===== src/rtl/stiu_fifo.sv =====
// short register queue between the front and back parts
// no dependencies
`timescale 1ns / 1ps
module stiu_fifo #(
    parameter int WIDTH = 8,
    parameter int DEPTH = 4
) (
    input  logic             i_clk,
    input  logic             i_rst_n,
    input  logic             i_valid,
    output logic             o_ready,
    input  logic [WIDTH-1:0] i_data,
    output logic             o_valid,
    input  logic             i_ready,
    output logic [WIDTH-1:0] o_data
);

    localparam int AW = (DEPTH > 1) ? $clog2(DEPTH) : 1;

    logic [WIDTH-1:0] r_mem [DEPTH];
    logic [AW-1:0]    r_wr, r_rd;
    logic [AW:0]      r_cnt;
    logic             wr_en, rd_en;

    assign o_ready = (r_cnt != (AW+1)'(DEPTH));
    assign o_valid = (r_cnt != '0);
    assign o_data  = r_mem[r_rd];
    assign wr_en   = i_valid && o_ready;
    assign rd_en   = o_valid && i_ready;

    // pointers and fill count
    always_ff @(posedge i_clk) begin
        if (!i_rst_n) begin
            r_wr  <= '0;
            r_rd  <= '0;
            r_cnt <= '0;
        end else begin
            if (wr_en) r_wr <= (r_wr == AW'(DEPTH-1)) ? '0 : r_wr + 1'b1;
            if (rd_en) r_rd <= (r_rd == AW'(DEPTH-1)) ? '0 : r_rd + 1'b1;
            if (wr_en && !rd_en) r_cnt <= r_cnt + 1'b1;
            else if (rd_en && !wr_en) r_cnt <= r_cnt - 1'b1;
        end
    end

    // storage
    always_ff @(posedge i_clk) begin
        if (wr_en) r_mem[r_wr] <= i_data;
    end

endmodule


===== config.mk =====
export PLATFORM = sky130hd
export DESIGN_NAME = stiu_fifo
export DESIGN_NICKNAME = d
export VERILOG_FILES = /design/src/rtl/stiu_fifo.sv
export SDC_FILE = /design/constraint.sdc
export NUM_CORES = 1
export LEC_CHECK = 0
export ABC_CLOCK_PERIOD_IN_PS = 3500
export BUFFER_PORTS_ARGS = -buffer_cell sky130_fd_sc_hd__buf_4
export CAP_MARGIN = 20
export CORE_ASPECT_RATIO = 1.25
export CORE_MARGIN = 1.5
export CORE_UTILIZATION = 45
export DETAILED_ROUTE_END_ITERATION = 6
export PLACE_DENSITY_LB_ADDON = 0.12
export SLEW_MARGIN = 20
export SYNTH_ARGS = -nofsm -noshare
export SYNTH_HDL_FRONTEND = slang
export SYNTH_SLANG_ARGS = --single-unit

===== constraint.sdc =====
create_clock -name i_clk -period 3.5 [get_ports i_clk]
set_input_delay 0.35 -clock i_clk [delete_from_list [all_inputs] [get_ports i_clk]]
set_output_delay 0.35 -clock i_clk [all_outputs]
set_load 0.02 [all_outputs]

==> impl_metrics.tcl <==
set metrics [dict create \
    dp_hpwl_um 1690 \
    outcome "finished clean" \
    slew_headroom_pct 61.2 \
    holdWs_ps 261 \
    synth_top_family_by_area "multiplexers" \
    num_antenna_cells 0 \
    yosysSeqAreaShare_pct 69.8 \
    synthesis.nets 112 \
    grt_overflow 0 \
    ctsHtreeMaxLevel 2 \
    vdd_ir_drop_max_mv 0.539 \
    syn_area_per_cell_um2 17.6 \
    worst_clock_skew_ps 3.87 \
    drc_errors 0 \
    whs_endpoint "r_mem[3][3]" \
    io_pins 22 \
    synth-adder-area-share_pct 5.81 \
    synthArstFlopShare_pct 0 \
    drt-initial-drc-count 12 \
    num_vias 814 \
    cts_resized 0 \
    critPathLaunch "r_cnt[0]" \
    finalCritPeriodShare_pct 68.5 \
    layout-drive-gt1-share_pct 34.7 \
    cp-end-kind "flop" \
    final_common_cell "edfxtp_1" \
    hold-path-cell-count 1 \
    final_nets 136 \
    ys.flop_type "edfxtp_1" \
    numCtsBuffers 5 \
    synth_simple_gate_area_share_pct 7.19 \
    drv_slew 0 \
    arrival_ps 2610 \
    finalHoldViolCount 0 \
    die_h_um 70.4 \
    hold_path.class "in2reg" \
    grt_setup_unrepaired "false" \
    drt-vias-per-instance 5.18 \
    die_area_um2 4010 \
    r2r_end "r_cnt[2]" \
    ys_ff_latch 41 \
    yosys_warnings 0 \
    muxShareOfSynthArea_pct 12.2 \
    ff2ff_setup_slack_ps 1100 \
    clock_sinks 41 \
    drt-pass1-iter-count 4 \
    synth_compound_area_share_pct 2.14 \
    worstSkewPairLatency_ps 280 \
    syn_to_final_growth_pct 16.5 \
    fmax_ghz 0.417 \
    grt_antenna_before_repair 0 \
    synth_cell_types 26 \
    gp_congestion 0.597 \
    crit_path_start_kind "flop" \
    fin_tns_setup_ps 0 \
    synth_area_um2 1640 \
    ctsHoldBuffers 0 \
    hp-start "i_data[3]" \
    fp.coreArea_um2 3480 \
    finalSetupViolations 0 \
    initial_core_util_pct 46.9 \
    grt_pass1_vias 888 \
    rows 24 \
    power_density_nw_per_um2 718 \
    syn_inst 93 \
    grt_pass1_wl_um 3890 \
    grt_max_degree 12 \
    cts_root_buf "clkbuf_8" \
    cts.clk_slew.worst_paths_ps 70 \
    fp.dieW_um 56.9 \
    worstSetupPathType "reg2reg" \
    p_leak_nw 0.693 \
    crit_fanout 5 \
    required_ps 3710 \
    wl_per_cell_um 15.7 \
    post_cts_buffers 0 \
    worstMarginPinSlew_ps 581 \
    synth_enable_flop_cells 32 \
    routed_wl_um 2470 \
    layout_common_cells "edfxtp_1 (32), buf_4 (21), dfxtp_1 (9)" \
    cts_tree "built" \
    grtUsageTotal_pct 13.7 \
    clock_path_buffers 2 \
    finalCriticalPeriod_ps 2400 \
    r2r_cells 7 \
    synthXorXnorAreaFrac_pct 1.07 \
    portBuffers 21 \
    ant_nets 0 \
    cap_violations 0 \
    r2r-start "r_cnt[0]" \
]
-- report_power, final --
part           total, mW  leakage [nW]  switching [mW]  internal, mW
logic              0.420         0.286           0.204         0.216
clock network      0.282        0.0395           0.141         0.141
registers          0.666         0.367          0.0653         0.600
-- flip-flops by register name (all words and copies together) (netlist names), named ones only --
signal,count
r_rd,2
r_wr,2
r_mem,32
r_cnt,3
-- metal layers --
layer / up-vias / GRT usage [%] / wire length, µm
met3: 4 / 3.89 / 111
met4: 0 / 7.75 / 40
met2: 20 / 24.8 / 1340
li1: 398 / - / -
met1: 392 / 13.4 / 969
met5: - / 0 / 0
-- worst max-delay path by stage --
stage               endpoint  cells after the start
floorplan           r_cnt[2]                      9
global placement    r_cnt[2]                      7
detailed placement  r_cnt[2]                      7
CTS                 r_cnt[2]                      7
global route        r_cnt[2]                      7
finish              r_cnt[2]                      7
-- cell families (layout without fill, tap and decap cells) --
family                     Yosys count  in the layout
buffers and inverters                7             32
muxes                               10             10
DFF                                 41             41
adders and majority gates            7              7
xor gates and xnor gates             2              2
AOI/OAI and AO/OA                    6              6
and+or+nand+nor                     20             20
-- synthesized netlist by cell type, types with 2 or more instances --
library cell,n,share of area [%]
and3_2,4,1.8
nand2_1,5,1.1
dfxtp_1,9,11
or3_2,2,0.92
mux2i_1,2,1.2
edfxtp_1,32,59
inv_1,3,0.69
nor2_1,2,0.46
nand3_1,2,0.61
o21ai_0,4,1.2
ha_1,6,4.6
mux4_2,8,11
-- critical path, cell delays in order (launching register included) --
cell	delay, ps
dfxtp_1	360
o31ai_1	530
ha_1	290
inv_1	60
fa_1	370
xor2_1	150
or3_2	400
a21boi_0	160
-- stage by stage --
| step | util, % | power (mW) | worst slack, ps | std cells | instance area [µm²] |
|---|---|---|---|---|---|
| 2_1_floorplan | - | 0.957 | 1270 | 93 | 1640 |
| 3_3_place_gp | 52.4 | 1.09 | 1210 | 149 | 1820 |
| 3_5_place_dp | 52.4 | 1.10 | 1120 | 149 | 1820 |
| 4_1_cts | 54.7 | 1.39 | 1090 | 157 | 1900 |
| 5_1_grt | 54.7 | 1.44 | 958 | 157 | 1900 |
| 6_report | 54.7 | 1.37 | 1100 | 157 | 1900 |
-- layout make-up --
class	count	area, µm²
flip-flops and latches	41	1140
fillers	287	1580
multi-input cells	45	465
clock buffers	8	80.1
repair buffers	21	158
inverters	3	11.3
well taps	39	48.8
Power figures use the tool's default switching activity.
